**config.mk**
```make
export PLATFORM = sky130hd
export DESIGN_NAME = longest_name_run_extractor
export DESIGN_NICKNAME = d
export VERILOG_FILES = /design/src/hdl/lnre_pkg.sv /design/src/hdl/lnre_scan.sv /design/src/hdl/lnre_emit.sv /design/src/hdl/longest_name_run_extractor.sv
export SDC_FILE = /design/constraint.sdc
export NUM_CORES = 1
export LEC_CHECK = 0
export BUFFER_PORTS_ARGS = -buffer_cell sky130_fd_sc_hd__buf_2
export CORE_ASPECT_RATIO = 1.1
export CORE_MARGIN = 3
export CORE_UTILIZATION = 60
export DETAILED_ROUTE_END_ITERATION = 8
export GPL_ROUTABILITY_DRIVEN = 0
export PLACE_DENSITY = 0.77
export SLEW_MARGIN = 10
export SYNTH_ARGS = -nofsm -noshare
export SYNTH_HDL_FRONTEND = slang
export SYNTH_SLANG_ARGS = --single-unit
```
**constraint.sdc**
```tcl
create_clock -name clk_i -period 6.5 [get_ports clk_i]
set_input_delay 1.3 -clock clk_i [delete_from_list [all_inputs] [get_ports clk_i]]
set_output_delay 1.3 -clock clk_i [all_outputs]
set_load 0.02 [all_outputs]
```
**src/hdl/lnre_pkg.sv**
```systemverilog
// Shared types and constants for the longest name-run extractor.
// No dependencies; used by lnre_scan, lnre_emit and the top level.
`timescale 1ns / 1ps

package lnre_pkg;

  localparam int unsigned MaxChars = 8;    // characters in one emitted name
  localparam int unsigned CountW   = 4;    // holds 0..MaxChars
  localparam logic [7:0]  ChSpace  = 8'h20;
  localparam logic [7:0]  ChDot    = 8'h2E;
  localparam logic [7:0]  ChLowA   = 8'h61;
  localparam logic [7:0]  ChLowZ   = 8'h7A;
  localparam logic [7:0]  ChUpA    = 8'h41;
  localparam logic [7:0]  ChUpZ    = 8'h5A;
  localparam logic [7:0]  ChZero   = 8'h30;
  localparam logic [7:0]  ChNine   = 8'h39;
  localparam logic [7:0]  CaseBit  = 8'h20;

  // Name handed from the scanner to the emitter at the end of a window.
  typedef struct packed {
    logic                            found;
    logic [CountW-1:0]               count;
    logic [MaxChars-1:0][7:0]        chars;
  } lnre_name_t;

endpackage

```
**src/hdl/lnre_scan.sv**
```systemverilog
// Window scanner: tracks the open and best name runs per byte.
// Depends on lnre_pkg; hands a finished name to lnre_emit.
`timescale 1ns / 1ps

module lnre_scan import lnre_pkg::*; #(
  parameter int unsigned WINDOW_BYTES = 256,
  parameter int unsigned NAME_CHARS   = 8
) (
  input  logic             clk_i,
  input  logic             rst_ni,
  input  logic             byte_valid_i,
  input  logic [7:0]       data_byte_i,
  input  logic [63:0]      default_name_i,
  output logic             last_byte_o,
  output logic             name_valid_o,
  output lnre_name_t       name_o
);

  localparam int unsigned PosW = (WINDOW_BYTES > 1) ? $clog2(WINDOW_BYTES) : 1;
  localparam int unsigned LenW = $clog2(WINDOW_BYTES + 1);
  localparam int unsigned CntW = $clog2(NAME_CHARS + 1);
  localparam logic [PosW-1:0] LastPos = PosW'(WINDOW_BYTES - 1);

  logic [PosW-1:0]                  pos_q, pos_d;
  logic [LenW-1:0]                  cur_len_q, cur_len_d;
  logic [LenW-1:0]                  best_len_q, best_len_d;
  logic [CntW-1:0]                  cur_cnt_q, cur_cnt_d;
  logic [CntW-1:0]                  best_cnt_q, best_cnt_d;
  logic [NAME_CHARS-1:0][7:0]       cur_cap_q, cur_cap_d;
  logic [NAME_CHARS-1:0][7:0]       best_cap_q, best_cap_d;

  logic                             is_name, keep, close, wins;
  logic [7:0]                       up_char;
  logic [LenW-1:0]                  cand_len, final_len;
  logic [CntW-1:0]                  cand_cnt, final_cnt;
  logic [NAME_CHARS-1:0][7:0]       cand_cap, final_cap;
  logic [CountW-1:0]                dflt_cnt;
  logic                             dflt_stop;

  assign last_byte_o = (pos_q == LastPos);

  always_comb begin
    is_name = ((data_byte_i >= ChLowA) && (data_byte_i <= ChLowZ)) ||
              ((data_byte_i >= ChUpA)  && (data_byte_i <= ChUpZ))  ||
              ((data_byte_i >= ChZero) && (data_byte_i <= ChNine)) ||
              (data_byte_i == ChSpace) || (data_byte_i == ChDot);
    keep    = is_name && (data_byte_i != ChSpace) && (data_byte_i != ChDot) &&
              (cur_cnt_q < CntW'(NAME_CHARS));
    up_char = ((data_byte_i >= ChLowA) && (data_byte_i <= ChLowZ)) ?
              (data_byte_i & ~CaseBit) : data_byte_i;

    // Open run after this byte (unchanged when the byte breaks the run).
    cand_len = is_name ? (cur_len_q + LenW'(1)) : cur_len_q;
    cand_cnt = keep ? (cur_cnt_q + CntW'(1)) : cur_cnt_q;
    for (int k = 0; k < NAME_CHARS; k++) begin
      cand_cap[k] = (keep && (cur_cnt_q == CntW'(k))) ? up_char : cur_cap_q[k];
    end

    // Close the run on a break or at the window's last byte; earlier run wins ties.
    close = !is_name || last_byte_o;
    wins  = cand_len > best_len_q;
    if (close && wins) begin
      final_len = cand_len;
      final_cnt = cand_cnt;
      final_cap = cand_cap;
    end else begin
      final_len = best_len_q;
      final_cnt = best_cnt_q;
      final_cap = best_cap_q;
    end

    // Length of the fallback name: up to its first zero byte.
    dflt_cnt  = '0;
    dflt_stop = 1'b0;
    for (int k = 0; k < MaxChars; k++) begin
      if (!dflt_stop && (default_name_i[8*k +: 8] != 8'h00)) begin
        dflt_cnt = dflt_cnt + CountW'(1);
      end else begin
        dflt_stop = 1'b1;
      end
    end

    pos_d      = pos_q;
    cur_len_d  = cur_len_q;
    cur_cnt_d  = cur_cnt_q;
    cur_cap_d  = cur_cap_q;
    best_len_d = best_len_q;
    best_cnt_d = best_cnt_q;
    best_cap_d = best_cap_q;
    if (byte_valid_i) begin
      if (last_byte_o) begin
        pos_d      = '0;
        cur_len_d  = '0;
        cur_cnt_d  = '0;
        best_len_d = '0;
        best_cnt_d = '0;
      end else begin
        pos_d      = pos_q + PosW'(1);
        best_len_d = final_len;
        best_cnt_d = final_cnt;
        best_cap_d = final_cap;
        if (close) begin
          cur_len_d = '0;
          cur_cnt_d = '0;
        end else begin
          cur_len_d = cand_len;
          cur_cnt_d = cand_cnt;
          cur_cap_d = cand_cap;
        end
      end
    end
  end

  // Finished name for the emitter.
  assign name_valid_o = byte_valid_i && last_byte_o;
  assign name_o.found = (final_len != '0);
  assign name_o.count = name_o.found ? CountW'(final_cnt) : dflt_cnt;

  for (genvar g = 0; g < MaxChars; g++) begin : g_chars
    if (g < NAME_CHARS) begin : g_cap
      assign name_o.chars[g] = name_o.found ? final_cap[g] : default_name_i[8*g +: 8];
    end else begin : g_dflt
      assign name_o.chars[g] = default_name_i[8*g +: 8];
    end
  end

  always_ff @(posedge clk_i or negedge rst_ni) begin
    if (!rst_ni) begin
      pos_q      <= '0;
      cur_len_q  <= '0;
      cur_cnt_q  <= '0;
      best_len_q <= '0;
      best_cnt_q <= '0;
    end else begin
      pos_q      <= pos_d;
      cur_len_q  <= cur_len_d;
      cur_cnt_q  <= cur_cnt_d;
      best_len_q <= best_len_d;
      best_cnt_q <= best_cnt_d;
    end
  end

  always_ff @(posedge clk_i) begin
    cur_cap_q  <= cur_cap_d;
    best_cap_q <= best_cap_d;
  end

endmodule

```
**src/hdl/lnre_emit.sv**
```systemverilog
// Name emitter: holds one finished name and streams its characters and terminator.
// Depends on lnre_pkg; fed by lnre_scan.
`timescale 1ns / 1ps

module lnre_emit import lnre_pkg::*; (
  input  logic             clk_i,
  input  logic             rst_ni,
  input  logic             name_valid_i,
  input  lnre_name_t       name_i,
  output logic             busy_o,
  output logic             out_valid_o,
  input  logic             out_ready_i,
  output logic [7:0]       name_char_o,
  output logic             run_found_o,
  output logic             end_of_name_o
);

  logic                    busy_q, busy_d;
  logic [CountW-1:0]       idx_q, idx_d;
  lnre_name_t              name_q, name_d;
  logic                    at_end;

  assign at_end        = !(idx_q < name_q.count);
  assign busy_o        = busy_q;
  assign out_valid_o   = busy_q;
  assign name_char_o   = at_end ? 8'h00 : name_q.chars[idx_q[2:0]];
  assign run_found_o   = name_q.found;
  assign end_of_name_o = at_end;

  always_comb begin
    busy_d = busy_q;
    idx_d  = idx_q;
    name_d = name_q;
    if (name_valid_i) begin
      busy_d = 1'b1;
      idx_d  = '0;
      name_d = name_i;
    end else if (busy_q && out_ready_i) begin
      // Advance to the next character, drop the name after its terminator.
      if (at_end) begin
        busy_d = 1'b0;
      end else begin
        idx_d = idx_q + CountW'(1);
      end
    end
  end

  always_ff @(posedge clk_i or negedge rst_ni) begin
    if (!rst_ni) begin
      busy_q <= 1'b0;
      idx_q  <= '0;
    end else begin
      busy_q <= busy_d;
      idx_q  <= idx_d;
    end
  end

  always_ff @(posedge clk_i) begin
    name_q <= name_d;
  end

endmodule

```
**src/hdl/longest_name_run_extractor.sv**
```systemverilog
// Top level of the longest name-run extractor: config register, scanner, emitter.
// Depends on lnre_pkg, lnre_scan and lnre_emit.
`timescale 1ns / 1ps

//  channel | valid / ready            | payload
//  --------+--------------------------+----------------------------------------
//  input   | in_valid_i / in_ready_o  | data_byte_i[7:0]
//  config  | cfg_valid_i / cfg_ready_o| default_name_i[63:0]
//  output  | out_valid_o / out_ready_i| name_char_o[7:0], run_found_o, end_of_name_o
//
//  One input byte is taken per cycle; the scan state updates in the cycle of the
//  transaction. The window's last byte hands the finished name to the emitter,
//  which sends one character per cycle while out_ready_i is high and then the
//  terminator (up to nine transactions). The emitter holds one name: the last
//  byte of the next window waits while the previous name is still being sent; all
//  other bytes flow on. Reset (rst_ni, asynchronous, active low) clears positions,
//  lengths, counts, fallback name, emitter busy flag and index; stored names stay as is.
module longest_name_run_extractor import lnre_pkg::*; #(
  parameter int unsigned WINDOW_BYTES = 256,
  parameter int unsigned NAME_CHARS   = 8
) (
  input  logic        clk_i,
  input  logic        rst_ni,
  input  logic        in_valid_i,
  output logic        in_ready_o,
  input  logic [7:0]  data_byte_i,
  input  logic        cfg_valid_i,
  output logic        cfg_ready_o,
  input  logic [63:0] default_name_i,
  output logic        out_valid_o,
  input  logic        out_ready_i,
  output logic [7:0]  name_char_o,
  output logic        run_found_o,
  output logic        end_of_name_o
);

  logic [63:0]  default_name_q;
  logic         last_byte;
  logic         emit_busy;
  logic         byte_take;
  logic         name_valid;
  lnre_name_t   name;

  // Config register: always ready, hold the fallback name.
  assign cfg_ready_o = 1'b1;

  always_ff @(posedge clk_i or negedge rst_ni) begin
    if (!rst_ni) begin
      default_name_q <= '0;
    end else if (cfg_valid_i) begin
      default_name_q <= default_name_i;
    end
  end

  // Stall only the window's last byte while the emitter still owns a name.
  assign in_ready_o = !(last_byte && emit_busy);
  assign byte_take  = in_valid_i && in_ready_o;

  lnre_scan #(
    .WINDOW_BYTES (WINDOW_BYTES),
    .NAME_CHARS   (NAME_CHARS)
  ) u_scan (
    .clk_i          (clk_i),
    .rst_ni         (rst_ni),
    .byte_valid_i   (byte_take),
    .data_byte_i    (data_byte_i),
    .default_name_i (default_name_q),
    .last_byte_o    (last_byte),
    .name_valid_o   (name_valid),
    .name_o         (name)
  );

  lnre_emit u_emit (
    .clk_i         (clk_i),
    .rst_ni        (rst_ni),
    .name_valid_i  (name_valid),
    .name_i        (name),
    .busy_o        (emit_busy),
    .out_valid_o   (out_valid_o),
    .out_ready_i   (out_ready_i),
    .name_char_o   (name_char_o),
    .run_found_o   (run_found_o),
    .end_of_name_o (end_of_name_o)
  );

endmodule

```
Word level (Yosys, flattened, before mapping)
Index checks and enable logic that the tools add are counted.
{"block": "op_classes", "addsub": 11, "n_lt_le_gt_ge": 10, "eq_ne": 13, "mux": 54, "bitwise_logic": 2, "reduce_logical": 56}
{"op": "8-bit two-way mux", "count": 19}
{"op": "4-bit two-way mux", "count": 16}
{"op": "64-bit two-way mux", "count": 1}
{"op": "8-bit nonzero test", "count": 8}
{"op": "9-bit two-way mux", "count": 5}
{"op": "4-bit by 1-bit adder with 4-bit output (second input constant)", "count": 8}
{"op": "1-bit logical AND", "count": 26}
{"op": "8-bit binary-select mux with 3-bit select", "count": 1}
{"op": "4-bit by 3-bit equality test with 1-bit output (second input constant)", "count": 4}
{"op": "8-bit by 6-bit equality test with 1-bit output (second input constant)", "count": 2}
{"op": "8-bit by 7-bit greater-or-equal comparator with 1-bit output (second input constant)", "count": 2}
{"op": "8-bit by 7-bit less-or-equal comparator with 1-bit output (second input constant)", "count": 2}
{"op": "8-bit by 6-bit inequality test with 1-bit output (second input constant)", "count": 2}
{"op": "1-bit two-way mux", "count": 11}
{"op": "9-bit by 1-bit adder with 9-bit output (second input constant)", "count": 1}
{"op": "9-bit > comparator", "count": 1}
{"op": "1-bit zero test", "count": 9}
{"op": "9-bit nonzero test", "count": 1}
{"op": "8-bit by 1-bit adder with 8-bit output (second input constant)", "count": 1}
{"op": "4-bit by 2-bit equality test with 1-bit output (second input constant)", "count": 2}
{"op": "8-bit equality test (second input constant)", "count": 1}
{"op": "8-bit by 6-bit greater-or-equal comparator with 1-bit output (second input constant)", "count": 1}
{"op": "8-bit by 6-bit less-or-equal comparator with 1-bit output (second input constant)", "count": 1}
{"op": "6-bit two-way mux", "count": 1}
{"op": "12 further kinds", "count": 20}
{"block": "word_totals", "register_bits": 300, "input_bits": 77, "out_inout_bits": 13, "word_cells": 180}

Logic depth before layout (Yosys ltp)
{"block": "logic_depth", "ltp_word": 22, "ltp_mapped": 20, "depth_no_buf": 20}

By module
Synthesis repeated with hierarchy kept, for this count alone.
{"block": "hier_totals", "cells_unflattened": 1027, "area_unflattened_um2": 14595.2}
{"mod": "lnre_scan", "n_inst": 1, "cells_per_inst": 715, "area_per_inst_um2": 8916.1, "seq_area_each_um2": 4694.5}
{"mod": "lnre_emit", "n_inst": 1, "cells_per_inst": 173, "area_per_inst_um2": 2977.9, "seq_area_each_um2": 2197.1}
{"mod": "longest_name_run_extractor", "n_inst": 1, "cells_per_inst": 139, "area_per_inst_um2": 2701.3, "seq_area_each_um2": 1601.5}

Least setup slack after synthesis
No wires, ideal clock.
{"block": "synth_timing", "kind": "input to register", "startpoint": "input port data_byte_i[4]", "endpoint": "register u_emit.name_q[2] (netlist bit) (data pin)", "setup_time_ns": 0.260, "arrival_ns": 5.382, "t_required_ns": 6.240, "path_slack_ns": 0.858, "stages": 19, "n_path_buf": 4, "path_cell_list": "or4b_1 > a211o_1 > o31a_1 > buf_6 > o21a_1 > nor2_1 > inv_1 > ha_1 > a21o_1 > a21oi_1 > nor3b_1 > a21oi_1 > a2111oi_0 > a41oi_1 > or4_1 > buf_2 > buf_6 > buf_6 > mux2_4"}
{"element": "from (decl)", "line": "longest_name_run_extractor.sv:26", "text": "input logic [7:0] data_byte_i,"}
{"element": "to (signal assigned)", "line": "lnre_emit.sv:59", "text": "name_q <= name_d;"}
{"element": "to (decl)", "line": "lnre_emit.sv:20", "text": "lnre_name_t name_q, name_d;"}

==> impl_metrics.json <==
{
  "status": "finished, final reports clean",
  "diodes": 0,
  "initial_core_util": 0.613,
  "ys_warn_count": 0,
  "met2_usage": 0.396,
  "setup_viol": 0,
  "grt_max_degree": 75,
  "cap_violations": 0,
  "hpwl_um": 20800,
  "path_class": "primary input to register",
  "cts_hold_buf": 0,
  "period_minus_slack_ns": 5.79,
  "numCtsBuffers": 31,
  "drive_above_1_share": 0.389,
  "clk-insertion-delay-late_ns": 0.55,
  "seq_area_um2": 8490,
  "clkTransAtPathRegs_ns": 0.06,
  "grt_pass1_vias": 8511,
  "min_path_type": "register to register",
  "switchingPower_w": 0.00158,
  "netlist.area_leader.share": 0.421,
  "power_density_nw_per_um2": 372,
  "root_buffer": "clkbuf_16",
  "hold_viol": 0,
  "synth_ff_type": "edfxtp_1",
  "synth_top_area_cell": "edfxtp_1",
  "fillers": 1592,
  "synth.cell_area_um2": 14000,
  "grt_pass1_wl_um": 48800,
  "seqPwrFrac": 0.423,
  "drtIter0Drc": 686,
  "critPathMaxFanout": 69,
  "grt_use_met1": 0.346,
  "r2r_cells": 16,
  "ys_types": 57,
  "worstMarginPinSlew_ns": 1.05,
  "setup_tns_ns": 0,
  "multi_input_area_um2": 5270,
  "cts_sinks": 300,
  "cts.path.max_buffers": 3,
  "fp.dieH_um": 166,
  "dpl_worst_slack_ns": 0.316,
  "seq_area_frac_synth": 0.605,
  "io_buffers": 88,
  "fmax_mhz": 173,
  "vias_per_cell": 6.20,
  "io_pins": 90,
  "track_usage": 0.244,
  "p_total_w": 0.00590,
  "cp.required_ns": 6.79,
  "nets": 1154,
  "clockPowerShare": 0.303,
  "fin_crit_sh": 0.891,
  "ys_ff_latch": 300,
  "synthCells": 964,
  "post_cts_buffers": 0,
  "async_flop_share": 0.343,
  "p_sw_frac": 0.268,
  "coreArea_um2": 22900,
  "power_leakage_nw": 5.93,
  "final_area_um2": 15900,
  "cts_tree": "yes",
  "crit_path_start_kind": "primary input",
  "synth-edff-count": 197,
  "vias": 8539,
  "remaining_drc_errors": 0,
  "whs_ns": 0.481,
  "dieArea_um2": 25300,
  "min_path_cells": 2,
  "drtPass1Iterations": 5,
  "grt-busiest-layer": "met2",
  "wl_per_cell_um": 22.7,
  "relSlewSlack": 0.300,
  "drtAntennaViolNets": 0,
  "rsz0062_at_grt": "false",
  "drv_slew": 0,
  "peakVddDrop_v": 0.000276,
  "synthTopCellsByCount": "mux2_2, edfxtp_1, dfrtp_1",
  "grt_use_met3": 0.0434,
  "arrival_ns": 6.08,
  "ctsHtreeMaxLevel": 1,
  "endpoint_kind": "register",
  "clock_skew_ns": 0.0138,
  "antenna_found_initial": 0,
  "place_area_um2": 14800,
  "std_cell_rows": 58,
  "synth.avg_cell_area_um2": 14.6,
  "grt-ovfl-total": 0,
  "synthesis.nets": 1065,
  "finalWirelength_um": 31300,
  "die_x_um": 152,
  "synth_area_leaders": "edfxtp_1, mux2_2, dfrtp_1, mux4_2, ha_1",
  "cts_resized": 0,
  "finalWorstSetupSlack_ns": 0.710,
  "synthMostInstantiatedCell": "mux2_2",
  "area_growth_pct": 12.9,
  "comb_power_share": 0.275,
  "p_int_w": 0.00432
}
-- final cells by class --
class / instances / area share
Inverter: 26 / 0.00616
Timing Repair Buffer: 103 / 0.0366
Clock inverter: 12 / 0.00876
Tap cell: 300 / 0.0237
Clock buffer: 45 / 0.0568
Sequential cell: 300 / 0.536
Multi-Input combinational cell: 591 / 0.332
-- kinds of logic (layout without fill, tap and decap cells) --
group                      Yosys count  in the layout  synth area share
adders and majority gates           24             24            0.0214
AOI/OAI and AO/OA                  101            101            0.0471
xor gates and xnor gates            19             19            0.0118
buffers and inverters               73            186            0.0223
DFF                                300            300             0.605
other                                1              1          0.000267
muxes                              275            275             0.233
and+or+nand+nor                    171            171            0.0593
-- power groups by stage --
stage               clock, W  sequential [W]  combinational, W
floorplan                  0         0.00249           0.00131
global placement           0         0.00252           0.00155
CTS                  0.00181         0.00249           0.00162
finish               0.00179         0.00249           0.00162
detailed placement         0         0.00253           0.00161
global route         0.00189         0.00251           0.00173
-- metal layers --
| metal | part of all wire | vias up |
|---|---|---|
| met5 | 0 | - |
| met1 | 0.42 | 4350 |
| met4 | 0.022 | 0 |
| met2 | 0.49 | 295 |
| li1 | - | 3838 |
| met3 | 0.069 | 56 |
-- registers in the layout (all words and copies together), names as in the netlist --
signal and cells:
u_scan.cur_cnt_q 4, u_scan.best_len_q 9, u_emit.name_q 68, u_emit.busy_o 1, u_scan.best_cap_q 64, default_name_q 64, u_scan.cur_len_q 9, u_emit.run_found_o 1
u_scan.pos_q 8, u_scan.cur_cap_q 64, u_emit.idx_q 4, u_scan.best_cnt_q 4
-- placed cells by master (no fill, tap or decap), drive strengths merged, types with 7 or more instances in the layout --
cell type	synthesis	routed
a21o	7	7
a21oi	13	13
and2	11	11
buf	16	103
clkbuf	31	45
clkinv	0	7
dfrtp	103	103
edfxtp	197	197
ha	24	24
inv	26	28
mux2	242	242
mux2i	17	17
mux4	16	16
nand2	70	70
nand3	15	15
nand4	8	8
nor2	22	22
nor4	14	14
o21ai	43	43
xnor2	8	8
xor2	11	11
-- critical path, stage by stage --
cell and delay [ns]:
buf_2 0.34, or3_1 0.23, o32ai_2 0.14, o31ai_2 0.71, nand2_1 0.15, xor2_1 0.31
inv_1 0.08, ha_1 0.30, o21a_1 0.12, o21ai_0 0.28, a21oi_1 0.18, a2111oi_0 0.44
a41oi_1 0.07, or4_2 0.71, buf_12 0.22, mux2_2 0.37
-- path summary, 6_finish.rpt --
check	from	end	slack, ns
max	data_byte_i[1]	u_emit.name_q[38]	0.71
min	u_scan.best_cnt_q[1]	u_scan.best_cnt_q[1]	0.48
max reg2reg	u_scan.cur_len_q[0]	u_emit.name_q[38]	1.05
min reg2reg	u_scan.best_cnt_q[1]	u_scan.best_cnt_q[1]	0.48
max in group asynchronous	rst_ni	default_name_q[51]	4.51
min in group asynchronous	rst_ni	default_name_q[5]	0.72
-- through the flow --
stage               std cells  utilization
floorplan                 964            -
global placement         1320        0.646
CTS                      1377        0.691
detailed placement       1320        0.646
global route             1377        0.691
finish                   1377        0.691
(Power assumes the default switching activity.)
